### src/hdl/fpr_pkg.sv
// ----------------------------------------------------------------------------
// fpr_pkg: shared definitions for the framed packet receiver
// Framing byte codes, frame phase codes, event codes and the result record.
// ----------------------------------------------------------------------------
package fpr_pkg;

  localparam logic [7:0] ByteStart = 8'h02;
  localparam logic [7:0] ByteEnd   = 8'h03;
  localparam logic [7:0] ByteEsc   = 8'h10;

  localparam logic [2:0] PhWait     = 3'd0;
  localparam logic [2:0] PhAddrHi   = 3'd1;
  localparam logic [2:0] PhAddrLo   = 3'd2;
  localparam logic [2:0] PhLength   = 3'd3;
  localparam logic [2:0] PhCommand  = 3'd4;
  localparam logic [2:0] PhPayload  = 3'd5;
  localparam logic [2:0] PhChecksum = 3'd6;
  localparam logic [2:0] PhTrailer  = 3'd7;

  localparam logic [1:0] EvNone   = 2'd0;
  localparam logic [1:0] EvData   = 2'd1;
  localparam logic [1:0] EvAccept = 2'd2;
  localparam logic [1:0] EvReject = 2'd3;

  typedef struct packed {
    logic [1:0] event_res;
    logic [7:0] payload_byte;
    logic [7:0] payload_index;
    logic [7:0] payload_length;
  } fpr_result_t;

endpackage

### src/hdl/fpr_deframer.sv
// ----------------------------------------------------------------------------
// fpr_deframer: frame state and per-byte decode
// Holds the escape flag, frame phase, checksum and counters, and works out
// the result of one byte combinationally from the current state.
// ----------------------------------------------------------------------------
module fpr_deframer (
  input  logic                clk_i,
  input  logic                rst_ni,
  input  logic                take_i,
  input  logic [7:0]          rx_byte_i,
  output fpr_pkg::fpr_result_t result_o
);
  import fpr_pkg::*;

  logic       esc_q,   esc_d;
  logic [2:0] phase_q, phase_d;
  logic [7:0] sum_q,   sum_d;
  logic [7:0] len_q,   len_d;
  logic [7:0] cnt_q,   cnt_d;
  logic       consumed;
  logic [7:0] sum_add;
  logic [7:0] cnt_inc;

  assign sum_add = sum_q + rx_byte_i;
  assign cnt_inc = cnt_q + 8'd1;

  always_comb begin
    esc_d    = esc_q;
    phase_d  = phase_q;
    sum_d    = sum_q;
    len_d    = len_q;
    cnt_d    = cnt_q;
    consumed = 1'b0;
    result_o = '0;

    if (rx_byte_i == ByteStart) begin
      if (esc_q) begin
        esc_d = 1'b0;
      end else begin
        phase_d  = PhAddrHi;
        sum_d    = '0;
        len_d    = '0;
        cnt_d    = '0;
        consumed = 1'b1;
      end
    end else if (rx_byte_i == ByteEnd) begin
      esc_d = 1'b0;
    end else if (rx_byte_i == ByteEsc) begin
      if (esc_q) begin
        esc_d = 1'b0;
      end else begin
        esc_d    = 1'b1;
        consumed = 1'b1;
      end
    end

    if (!consumed) begin
      case (phase_q)
        PhAddrHi, PhAddrLo, PhCommand: begin
          sum_d   = sum_add;
          phase_d = phase_q + 3'd1;
        end
        PhLength: begin
          len_d   = (rx_byte_i >= 8'd2) ? rx_byte_i - 8'd2 : 8'd0;
          sum_d   = sum_add;
          phase_d = PhCommand;
        end
        PhPayload: begin
          result_o.event_res     = EvData;
          result_o.payload_byte  = rx_byte_i;
          result_o.payload_index = cnt_q;
          cnt_d                  = cnt_inc;
          sum_d                  = sum_add;
          if (cnt_inc >= len_q) begin
            phase_d = PhChecksum;
          end
        end
        PhChecksum: begin
          if (sum_q == rx_byte_i) begin
            phase_d = PhTrailer;
          end else begin
            phase_d            = PhWait;
            result_o.event_res = EvReject;
          end
        end
        PhTrailer: begin
          result_o.event_res = (rx_byte_i == ByteEnd) ? EvAccept : EvReject;
          phase_d            = PhWait;
        end
        default: begin
        end
      endcase
    end

    result_o.payload_length = len_d;
  end

  always_ff @(posedge clk_i or negedge rst_ni) begin
    if (!rst_ni) begin
      esc_q   <= 1'b0;
      phase_q <= PhWait;
      sum_q   <= '0;
      len_q   <= '0;
      cnt_q   <= '0;
    end else if (take_i) begin
      esc_q   <= esc_d;
      phase_q <= phase_d;
      sum_q   <= sum_d;
      len_q   <= len_d;
      cnt_q   <= cnt_d;
    end
  end

`ifndef NO_ASSERTIONS
  a_phase_hold: assert property (@(posedge clk_i) disable iff (!rst_ni)
    !take_i |=> $stable(phase_q) && $stable(cnt_q) && $stable(esc_q))
    else $error("deframer state changed without a transaction");

  a_start_restart: assert property (@(posedge clk_i) disable iff (!rst_ni)
    take_i && rx_byte_i == ByteStart && !esc_q |=> phase_q == PhAddrHi && cnt_q == 8'd0)
    else $error("unescaped start did not restart the frame");

  a_index_bound: assert property (@(posedge clk_i) disable iff (!rst_ni)
    result_o.event_res == EvData |-> result_o.payload_index <= result_o.payload_length)
    else $error("payload index beyond expected length");
`endif

endmodule

### src/hdl/framed_packet_receiver_top.sv
// ----------------------------------------------------------------------------
// framed_packet_receiver_top: deframer for escaped, checksummed byte packets
//
// Each received byte enters on the input channel (in_valid_i, in_stall_o,
// rx_byte_i) and yields exactly one result transaction on the output
// channel (out_valid_o, out_stall_i): an event code with payload byte,
// payload index and expected payload length.
// A byte is held in an input register, decoded against the frame state,
// and its result is loaded into the output register, from which it is
// presented on the output channel until the receiver takes it.
// One byte is accepted every cycle while the output side takes results;
// the single decode stage between the two registers sets that figure.
// When the receiver stalls, the output register holds its result, the input
// register fills, and in_stall_o then rises until the result is taken.
// Reset clears both valid flags and returns the frame state to waiting for
// a start byte with no escape pending.
// ----------------------------------------------------------------------------
module framed_packet_receiver_top (
  input  logic       clk_i,
  input  logic       rst_ni,
  input  logic       in_valid_i,
  output logic       in_stall_o,
  input  logic [7:0] rx_byte_i,
  output logic       out_valid_o,
  input  logic       out_stall_i,
  output logic [1:0] event_res_o,
  output logic [7:0] payload_byte_o,
  output logic [7:0] payload_index_o,
  output logic [7:0] payload_length_o
);
  import fpr_pkg::*;

  logic        s1_valid_q;
  logic [7:0]  s1_byte_q;
  logic        s2_valid_q;
  fpr_result_t s2_res_q;
  fpr_result_t dec_res;
  logic        s2_free;
  logic        s1_move;
  logic        in_take;

  assign s2_free    = !s2_valid_q || !out_stall_i;
  assign s1_move    = s1_valid_q && s2_free;
  assign in_stall_o = s1_valid_q && !s2_free;
  assign in_take    = in_valid_i && !in_stall_o;

  fpr_deframer u_deframer (
    .clk_i     (clk_i),
    .rst_ni    (rst_ni),
    .take_i    (s1_move),
    .rx_byte_i (s1_byte_q),
    .result_o  (dec_res)
  );

  always_ff @(posedge clk_i or negedge rst_ni) begin
    if (!rst_ni) begin
      s1_valid_q <= 1'b0;
      s2_valid_q <= 1'b0;
    end else begin
      if (!in_stall_o) begin
        s1_valid_q <= in_valid_i;
      end
      if (s2_free) begin
        s2_valid_q <= s1_valid_q;
      end
    end
  end

  always_ff @(posedge clk_i) begin
    if (in_take) begin
      s1_byte_q <= rx_byte_i;
    end
    if (s1_move) begin
      s2_res_q <= dec_res;
    end
  end

  assign out_valid_o      = s2_valid_q;
  assign event_res_o      = s2_res_q.event_res;
  assign payload_byte_o   = s2_res_q.payload_byte;
  assign payload_index_o  = s2_res_q.payload_index;
  assign payload_length_o = s2_res_q.payload_length;

`ifndef NO_ASSERTIONS
  a_stall_cause: assert property (@(posedge clk_i) disable iff (!rst_ni)
    in_stall_o |-> s1_valid_q && s2_valid_q && out_stall_i)
    else $error("input stalled without a blocked result");

  a_no_loss: assert property (@(posedge clk_i) disable iff (!rst_ni)
    s1_valid_q && !s2_free |=> s1_valid_q && $stable(s1_byte_q))
    else $error("held byte lost while output stalled");

  a_data_fields: assert property (@(posedge clk_i) disable iff (!rst_ni)
    out_valid_o && event_res_o != EvData |-> payload_byte_o == 8'd0 && payload_index_o == 8'd0)
    else $error("payload fields set on a non-data event");
`endif

endmodule
### config.mk
export PLATFORM = sky130hd
export DESIGN_NAME = framed_packet_receiver_top
export DESIGN_NICKNAME = d
export VERILOG_FILES = /design/src/hdl/fpr_pkg.sv /design/src/hdl/fpr_deframer.sv /design/src/hdl/framed_packet_receiver_top.sv
export SDC_FILE = /design/constraint.sdc
export NUM_CORES = 1
export LEC_CHECK = 0
export ABC_AREA = 1
export BUFFER_PORTS_ARGS = -buffer_cell sky130_fd_sc_hd__buf_4
export CORE_MARGIN = 2
export CORE_UTILIZATION = 41
export DETAILED_ROUTE_END_ITERATION = 7
export GPL_TIMING_DRIVEN = 0
export SYNTH_ARGS = -nofsm -noshare
export SYNTH_HDL_FRONTEND = slang
export SYNTH_SLANG_ARGS = --single-unit
### constraint.sdc
create_clock -name clk_i -period 2.8 [get_ports clk_i]
set_input_delay 0.14 -clock clk_i [delete_from_list [all_inputs] [get_ports clk_i]]
set_output_delay 0.14 -clock clk_i [all_outputs]
set_load 0.02 [all_outputs]
==> flow_metrics.env <==
export IMPL_synth_top_family_by_area="simple AND/OR/NAND/NOR gates"
export IMPL_drt_iter0_drc=104
export IMPL_p_seq_share_pct=35.3
export IMPL_drc_errors=0
export IMPL_min_from="out_stall_i"
export IMPL_synthArstFlopShare_pct=46.88
export IMPL_synthMuxAreaShare_pct=0
export IMPL_crit_path_start_kind="flop"
export IMPL_cts_root_buf="clkbuf_8"
export IMPL_power_share_clock_pct=15.8
export IMPL_synth_fp_nets=459
export IMPL_cts_sinks=64
export IMPL_io_pins=40
export IMPL_reg2reg_from="u_deframer.cnt_q[0]"
export IMPL_grt_pass1_vias=2907
export IMPL_synth_most_common_cell="nand2_1"
export IMPL_ys_warn_count=0
export IMPL_stdcell_area_mm2=0.004439
export IMPL_grt_antenna_before_repair=0
export IMPL_endpoint_kind="flop"
export IMPL_r2r_cells=15
export IMPL_final_setup_worst_slack_ps=422.2
export IMPL_portBuffers=39
export IMPL_p_leak_uw=0.002138
export IMPL_rsz0062_at_grt="false"
export IMPL_ys_types=37
export IMPL_clk_path_buf_depth=2
export IMPL_hold_class="in -> reg"
export IMPL_tightest_slew_ps=559.9
export IMPL_ys_seq_area_share_pct=47.04
export IMPL_clkTransAtPathRegs_ps=70
export IMPL_synth_compound_area_share_pct=6.910
export IMPL_area_growth_pct=17.87
export IMPL_cp_required_ps=3030
export IMPL_grt_usage_pct=18.01
export IMPL_grt_max_degree=36
export IMPL_ctsResizeCount=0
export IMPL_status="completed"
export IMPL_swShare_pct=42.72
export IMPL_hold_viol=0
export IMPL_drtAntennaViolNets=0
export IMPL_ys_flop_type="edfxtp_1"
export IMPL_synthAdderAreaFrac_pct=8.173
export IMPL_dpl_hpwl_mm=5.968
export IMPL_via_per_inst=4.943
export IMPL_chipHeight_um=99.84
export IMPL_slew_headroom_pct=62.68
export IMPL_synth_top_area_share_pct=27.11
export IMPL_fin_crit_sh_pct=84.92
export IMPL_slew_violations=0
export IMPL_internal_power_uw=2420
export IMPL_grt_overflow=0
export IMPL_cts_made_buffers=9
export IMPL_yosys_top_cells_area="edfxtp_1, dfrtp_1, nand2_1, ha_1, inv_1"
export IMPL_dieArea_mm2=0.009968
export IMPL_power_density_mw_per_mm2=951.7
export IMPL_synth_area_per_cell_um2=8.903
export IMPL_initial_core_util_pct=42.77
export IMPL_htree_levels=3
export IMPL_clock_skew_ps=8.987
export IMPL_tns_ps=0
export IMPL_holdPathEnd="out_valid_o"
export IMPL_synth_xor_area_share_pct=2.791
export IMPL_synth_top_area_cell="edfxtp_1"
export IMPL_place_gp_congestion=0.8439
export IMPL_final_nets=518
export IMPL_critical_path_max_fanout=6
export IMPL_core_area_mm2=0.008806
export IMPL_setup_viol=0
export IMPL_via_count=2936
export IMPL_min_period_ps=2378
export IMPL_whs_path_depth=3
export IMPL_crit_type="reg -> reg"
export IMPL_synthTopCellsByCount="nand2_1, inv_1, nand3_1, nor2_1, edfxtp_1"
export IMPL_drive_gt1_share_pct=19.75
export IMPL_synth_area_mm2=0.003766
export IMPL_grt_first_pass_wirelength_mm=13.92
export IMPL_synth_edff_count=34
export IMPL_die_w_um=99.84
export IMPL_dp_slack_ps=455.0
export IMPL_synthSimpleGateAreaFrac_pct=27.24
export IMPL_netSwitchingPower_uw=1805
export IMPL_routed_wirelength_mm=8.117
export IMPL_cap_violations=0
export IMPL_arrival_ps=2610
export IMPL_syn_inst=423
export IMPL_rows=34
export IMPL_drtPass1Iterations=4
export IMPL_rrSetupSlack_ps=420
export IMPL_antenna_cells=0
export IMPL_p_comb_share_pct=48.8
export IMPL_reg2reg_to="u_deframer.phase_q[2]"
export IMPL_clock_latency_ps=340
export IMPL_placed_area_mm2=0.004194
export IMPL_ys_seq_elements=64
export IMPL_fmax_mhz=420.6
export IMPL_wl_per_cell_um=13.66
export IMPL_cts_tree="yes"
export IMPL_ir_worst_vdd_mv=0.3426
export IMPL_p_total_uw=4225
==> power groups by stage <==
stage	clock network [µW]	registers, µW	logic, µW
after global placement	0	1500	2010
after CTS	691	1490	2090
final	669	1490	2060
after floorplan	0	1570	1480
after global routing	745	1530	2370
after detailed placement	0	1510	2060
==> kinds of logic (layout without fill, tap and decap cells) <==
| kind of cell | Yosys count | after routing |
|---|---|---|
| XOR/XNOR | 12 | 12 |
| AO/OA/AOI/OAI | 43 | 43 |
| adder cells (fa/ha/maj) | 24 | 24 |
| buffers and inverters | 70 | 133 |
| flip-flops | 64 | 64 |
| AND/OR/NAND/NOR | 210 | 210 |
==> layout make-up <==
cell class / instances / area, µm²
clock buffer: 11 / 131.4
inverter: 64 / 247.7
tap: 108 / 135.1
fill: 840 / 4367
clock inverter: 4 / 23.77
timing repair buffer: 48 / 382.9
buffer: 6 / 47.55
sequential: 64 / 1772
multi-input combinational: 289 / 1699
==> timing repair <==
item | in CTS | in global routing
setup buffers | 0 | 0
hold buffers | 9 | 0
hold endpoints to repair | 38 | 0
==> worst max-delay path by stage <==
stage                         from               endpoint  slack, ps
2_1_floorplan  u_deframer.cnt_q[0]  u_deframer.phase_q[2]        830
3_3_place_gp   u_deframer.cnt_q[0]  u_deframer.phase_q[2]        510
3_5_place_dp   u_deframer.cnt_q[0]  u_deframer.phase_q[1]        450
4_1_cts        u_deframer.cnt_q[0]  u_deframer.phase_q[1]        440
5_1_grt        u_deframer.cnt_q[0]  u_deframer.phase_q[1]        110
6_report       u_deframer.cnt_q[0]  u_deframer.phase_q[2]        420
==> through the flow <==
| stage | instances | hold slack [ps] | utilization, % |
|---|---|---|---|
| final | 594 | 33.72 | 50.41 |
| after global routing | 594 | 52.11 | 50.41 |
| after CTS | 594 | 24.50 | 50.41 |
| after detailed placement | 570 | 117.0 | 47.63 |
| after global placement | 570 | 113.2 | 47.63 |
| after floorplan | 423 | -155.6 | - |
==> layout by cell type (no fill, tap or decap), drive strengths merged <==
cell type	instances
a21boi	1
a21oi	11
a31oi	2
buf	44
clkbuf	12
clkinv	2
clkinvlp	2
dfrtp	30
dlygate4sd3	9
edfxtp	34
fa	1
ha	23
inv	64
nand2	106
nand3	43
nand3b	1
nand4	5
nor2	52
nor3	3
o211ai	1
o21a	2
o21ai	22
o21bai	1
o22ai	3
xnor2	1
xor2	11
==> worst max-delay path: stages (launching register included) <==
cell	delay (ps)
dfrtp_1	490
nand3_1	190
nor3_1	270
nand2_1	110
xor2_1	200
inv_1	70
ha_1	290
nand2_1	70
inv_1	30
nor2_1	80
o21a_1	170
nand3_1	80
nand2_1	60
nand2_1	50
nand2_1	70
nand2_1	50
==> per-layer routing <==
metal	vias up	global-route usage [%]	wire (µm)	share of wire (%)
met4	0	8.957	232	2.9
li1	1488	-	-	-
met5	-	0	0	0
met3	15	2.925	261	3.2
met2	61	28.38	3751	46
met1	1372	24.20	3872	48
==> registers in the layout, indices dropped and copies added (netlist names) <==
register / cells
event_res_o: 2
u_deframer.esc_q: 1
u_deframer.len_q: 8
u_deframer.cnt_q: 8
payload_byte_o: 8
u_deframer.sum_q: 8
s1_byte_q: 8
s1_valid_q: 1
payload_length_o: 8
out_valid_o: 1
payload_index_o: 8
u_deframer.phase_q: 3
Note: power is estimated with default switching activity, not from simulation.
